===== config.mk =====
export PLATFORM = sky130hd
export DESIGN_NAME = vvi_ctrl
export DESIGN_NICKNAME = d
export VERILOG_FILES = /design/src/rtl/core/vvi_pkg.sv /design/src/rtl/core/vvi_ctrl.sv
export SDC_FILE = /design/constraint.sdc
export NUM_CORES = 1
export LEC_CHECK = 0
export CELL_PAD_IN_SITES_DETAIL_PLACEMENT = 0
export CELL_PAD_IN_SITES_GLOBAL_PLACEMENT = 1
export CORE_AREA = 5 5 42 44
export DETAILED_ROUTE_END_ITERATION = 6
export DIE_AREA = 0 0 47 49
export DONT_BUFFER_PORTS = 1
export GPL_TIMING_DRIVEN = 1
export PLACE_DENSITY_LB_ADDON = 0.15
export SLEW_MARGIN = 40
export SYNTH_ARGS = -nofsm -noshare
export SYNTH_HDL_FRONTEND = slang
export SYNTH_SLANG_ARGS = --single-unit

===== constraint.sdc =====
create_clock -name clk -period 4.4 [get_ports clk]
set_input_delay 1.1 -clock clk [delete_from_list [all_inputs] [get_ports clk]]
set_output_delay 1.1 -clock clk [all_outputs]
set_load 0.05 [all_outputs]

===== src/rtl/core/vvi_pkg.sv =====
// ----------------------------------------------------------------------------
// vvi_pkg
// Shared codes, reset values and controller/datapath interface types for the
// VVI pacemaker core with beat monitor.
// ----------------------------------------------------------------------------
package vvi_pkg;

  localparam logic [1:0] MODE_VRP   = 2'd0;
  localparam logic [1:0] MODE_RI    = 2'd1;
  localparam logic [1:0] MODE_READY = 2'd2;

  localparam logic [16:0] ELAPSED_MAX = 17'h1FFFF;

  localparam int CFG_IW = 3;
  localparam logic [CFG_IW-1:0] CFG_REFRACTORY = 3'd0;
  localparam logic [CFG_IW-1:0] CFG_UPPER_RATE = 3'd1;
  localparam logic [CFG_IW-1:0] CFG_LOWER_RATE = 3'd2;
  localparam logic [CFG_IW-1:0] CFG_WINDOW     = 3'd3;
  localparam logic [CFG_IW-1:0] CFG_THRESHOLD  = 3'd4;

  localparam logic [15:0] RST_REFRACTORY = 16'd150;
  localparam logic [15:0] RST_UPPER_RATE = 16'd333;
  localparam logic [15:0] RST_LOWER_RATE = 16'd1500;
  localparam logic [7:0]  RST_WINDOW     = 8'd20;
  localparam logic [6:0]  RST_THRESHOLD  = 7'd70;

  typedef struct packed {
    logic tick;
    logic rep_start;
    logic scan;
    logic calc;
    logic div_start;
    logic div_sel;
    logic latch_q1;
    logic latch_q2;
    logic publish;
  } vvi_cmd_t;

  typedef struct packed {
    logic scan_done;
    logic div_busy;
  } vvi_status_t;

endpackage


===== src/rtl/core/vvi_ctrl.sv =====
// ----------------------------------------------------------------------------
// vvi_ctrl
// Item sequencer: tick or report, window scan, two divisions, output word.
// ----------------------------------------------------------------------------
module vvi_ctrl import vvi_pkg::*; (
  input  logic        clk,
  input  logic        rst,
  input  logic        in_valid,
  input  logic        in_command,
  output logic        in_stall,
  output logic        out_valid,
  input  logic        out_stall,
  output vvi_cmd_t    cmd,
  input  vvi_status_t status
);

  typedef enum logic [2:0] {
    S_IDLE,
    S_SCAN,
    S_CALC,
    S_DIV1,
    S_WAIT1,
    S_DIV2,
    S_WAIT2,
    S_DONE
  } state_t;

  state_t state;
  logic   accept;

  assign in_stall = (state != S_IDLE);
  assign accept   = in_valid && (state == S_IDLE);

  always_comb begin
    cmd           = '0;
    cmd.tick      = accept && !in_command;
    cmd.rep_start = accept && in_command;
    case (state)
      S_SCAN:  cmd.scan = 1'b1;
      S_CALC:  cmd.calc = 1'b1;
      S_DIV1:  cmd.div_start = 1'b1;
      S_WAIT1: cmd.latch_q1 = !status.div_busy;
      S_DIV2: begin
        cmd.div_start = 1'b1;
        cmd.div_sel   = 1'b1;
      end
      S_WAIT2: begin
        cmd.div_sel  = 1'b1;
        cmd.latch_q2 = !status.div_busy;
      end
      S_DONE:  cmd.publish = !out_valid || !out_stall;
      default: begin
      end
    endcase
  end

  always_ff @(posedge clk) begin
    if (rst) begin
      state     <= S_IDLE;
      out_valid <= 1'b0;
    end else begin
      if (cmd.publish) begin
        out_valid <= 1'b1;
      end else if (!out_stall) begin
        out_valid <= 1'b0;
      end
      case (state)
        S_IDLE: begin
          if (accept) begin
            state <= in_command ? S_SCAN : S_DONE;
          end
        end
        S_SCAN: begin
          if (status.scan_done) begin
            state <= S_CALC;
          end
        end
        S_CALC:  state <= S_DIV1;
        S_DIV1:  state <= S_WAIT1;
        S_WAIT1: begin
          if (!status.div_busy) begin
            state <= S_DIV2;
          end
        end
        S_DIV2:  state <= S_WAIT2;
        S_WAIT2: begin
          if (!status.div_busy) begin
            state <= S_DONE;
          end
        end
        S_DONE: begin
          if (cmd.publish) begin
            state <= S_IDLE;
          end
        end
        default: state <= S_IDLE;
      endcase
    end
  end

endmodule


Yosys cells after proc, flatten, opt, wreduce, memory -nomap -nowiden
Index checks and enable logic that the tools add are counted.
{"block": "op_classes", "eq_ne": 13, "reduce_logical": 13, "muxes": 16}
{"op": "case mux 3 bit (8 select lines)", "n": 1}
{"op": "2-to-1 mux 3 bit", "n": 6}
{"op": "== test 3 bit (second input constant)", "n": 4}
{"op": "!= test 2 bit (second input constant)", "n": 5}
{"op": "2-to-1 mux 1 bit", "n": 9}
{"op": "== test 3 x 2 -> 1 bit (second input constant)", "n": 2}
{"op": "AND reduction 5 bit", "n": 1}
{"op": "zero test 1 bit", "n": 4}
{"op": "OR reduction 2 bit", "n": 2}
{"op": "== test 3 x 1 -> 1 bit (second input constant)", "n": 1}
{"op": "logical AND 1 bit", "n": 3}
{"op": "zero test 3 bit", "n": 1}
{"op": "nonzero test 3 bit", "n": 1}
{"op": "!= test 2 x 1 -> 1 bit (second input constant)", "n": 1}
{"op": "logical OR 1 bit", "n": 1}
{"block": "totals", "ff_bits": 4, "inputBits": 7, "output_inout_bits": 11}

Longest topological paths before layout
{"block": "depth", "depth_word": 5, "depth_mapped": 6, "ltp_nobuf": 6}

Worst setup path after synthesis
Ideal clock, no wire load.
{"block": "synth_timing", "kind": "flip-flop to output port", "start": "register state[0]", "end": "output port cmd[8] (netlist name)", "path_buffers": 0, "stages_incl_launch_ff": 5, "arrival_time_ns": 2.280, "slack_ns": 1.020, "cell_sequence": "dfxtp_1 inv_1 ha_1 or2b_1 nor3b_1"}
{"element": "start, declared", "line": "vvi_ctrl.sv:28", "text": "state_t state;"}
{"element": "start signal, assigned", "line": "vvi_ctrl.sv:70", "text": "state <= in_command ? S_SCAN : S_DONE;"}
{"element": "end, declared", "line": "vvi_ctrl.sv:13", "text": "output vvi_cmd_t cmd,"}

==> reports/metrics.cfg <==
[detailed_routing]
dr_wl_met2_um = 473
drtAntennaViolNets = 0
via_count = 331
drt-total-wl_um = 939
dr.first_iter.drc_count = 5
drc_errors = 0
wl_met3_um = 101
top_layer = met3
via_per_inst = 5.34
wire_per_inst_um = 15.1
first_pass_iters = 4
met1_length_um = 365

[yosys]
synth.cell_area_um2 = 367
synth_area_leaders = dfxtp_1 (22%), ha_1 (14%), a2bb2o_4 (5.5%), a21oi_1 (4.1%), o21ai_0 (4.1%)
yosysTopAreaCellShare_pct = 21.8
syn-instance-count = 43
yosysUniqueCellTypes = 23
synth-seq-area-share_pct = 21.8
syn_avg_cell_area_um2 = 8.53
yosys_register_bits = 4
syn_nets = 54
synth_top_cell_by_area = dfxtp_1
ys.warnings.count = 0

[status]
status = finished clean

[clocking]
cts_resized = 0
numCtsBuffers = 3
clock-sinks = 4
cts_root_buf = clkbuf_4
cts_tree = done
insertion_delay_ns = 0.23
postCtsHoldBufs = 0
cts_setup_buffers = 0
path_clk_slew_ns = 0.04
clock_path_buffers = 2
h-tree-depth = 1

[worst_hold_path]
hold_start = state[0]
hold_depth = 1
min_to = state[0]
min_path_type = reg -> reg

[die]
die_area_um2 = 2300
core_um2 = 1400
die_x_um = 47
rows = 14
initial_core_util_pct = 26.2
ios = 18
die_h_um = 49

[worst_setup_path]
required_ns = 3.30
startpoint_type = register
path_cells = inv_1, ha_1, or2b_1, nor3b_2
r2r_cells = 6
worstPathArrival_ns = 2.18
path_depth = 4
reg2reg_to = state[0]
endpoint_kind = output port
path_class = reg -> out
path_max_fanout = 7
critPathSlowestCell = nor3b_2
slowest_delay_ns = 0.80
r2r_start = state[0]
critPathTopFamily = simple AND/OR/NAND/NOR gates
rrSetupSlack_ns = 2.47
cp_num_buf_inv = 1

[pwr]
power_density_nw_per_um2 = 859
p_leak_nw = 0.190
vdd_drop_max_mv = 0.225

[sta]
fmax_mhz = 305
rsz0062_at_grt = no
finalCritPeriodShare_pct = 74.6
final-max-slew-violation-count = 0
layout_min_cycle_time_ns = 3.28
finClkSkew_ns = 0.00312
tns_ns = 0
setup_viol = 0
slew_headroom_pct = 42.0
setup_ws_ns = 1.12
max_slew.worst_pin.slew_ns = 0.867
hold_viol = 0

[grt]
grt_max_degree = 14
grt_first_pass_wirelength_um = 1450
grt_use_total_pct = 8.87
grt_pass1_vias = 310
antenna_found_initial = 0
overflow = 0

[final_layout]
diodes = 0
drive_gt1_share_pct = 21.7
final_nets = 59
area_growth_pct = 15.0
final_cells = 62
final_cell_mix = inv_1 (4), ha_1 (4), dfxtp_1 (4)
post-route-util_pct = 30.1

[placed_design]
routabilityCongestion = 0.700
placed_cells = 59
dpl_worst_slack_ns = 1.36
dp_hpwl_um = 782
portBuffers = 0

[flow_run]
max-cap-violations = 0

[sequential cells by signal, summed over array words and instances (netlist names)]
register	flops
state	3
out_valid	1
[metrics by stage]
stage / instance area, um^2 / hold WS, ns / total power, mW
2_1_floorplan: 367 / 0.514 / 0.282
3_3_place_gp: 394 / 0.565 / 0.312
3_5_place_dp: 399 / 0.568 / 0.319
4_1_cts: 422 / 0.577 / 0.367
5_1_grt: 422 / 0.621 / 0.386
6_report: 422 / 0.576 / 0.362
[cell families (layout without fill, tap and decap cells)]
| family | after synthesis | in the layout | share of synthesized area [%] |
|---|---|---|---|
| flip-flops | 4 | 4 | 21.8 |
| buffers and inverters | 5 | 8 | 5.46 |
| adder cells (fa/ha/maj) | 4 | 4 | 13.7 |
| AO/OA/AOI/OAI | 13 | 13 | 28.0 |
| multiplexers | 1 | 1 | 3.07 |
| AND/OR/NAND/NOR | 16 | 16 | 28.0 |
[worst max path at each step]
stage,start,endpoint
6_report,state[0],cmd[8]
2_1_floorplan,state[0],cmd[8]
5_1_grt,state[0],cmd[8]
4_1_cts,state[0],cmd[8]
3_5_place_dp,state[0],cmd[8]
3_3_place_gp,state[0],cmd[8]
[Yosys cell counts (all sizes together)]
master and count:
a2111oi 1, o211a 1, and4b 1, nand2 3
nor3b 1, nand2b 2, nor2b 2, o21ai 3
mux2 1, o21a 2, dfxtp 4, nor2 2
or2b 2, a21oi 3, a311oi 1, buf 1
o311a 1, ha 4, inv 4, or4 1
a2bb2o 1, and3b 2
[report_power, final]
part           internal [mW]  switching (mW)
logic                 0.0698           0.176
clock network         0.0305          0.0151
registers             0.0493          0.0212
total                  0.150           0.213
[per-layer routing]
layer  vias to the layer above  track usage (%)
li1                        160                -
met1                       159             9.45
met2                        12             12.9
met3                         0             7.38
met4                         0             2.76
met5                         -                0
[final cells by class]
cell class              count  area, um^2
fillers                   167         980
multi-input cells          34         277
flip-flops and latches      4        80.1
clock buffers               3        22.5
well taps                  16        20.0
inverters                   4        15.0
repair buffers              1        7.51
[worst register-to-register path, delay by kind of cell (launching register included)]
kind / cells / cell delay [ns]
AO/OA/AOI/OAI: 3 / 0.62
AND/OR/NAND/NOR: 1 / 0.48
flip-flops: 1 / 0.37
adder cells (fa/ha/maj): 1 / 0.27
buffers and inverters: 1 / 0.08
Note: power is estimated with default switching activity, not from simulation.
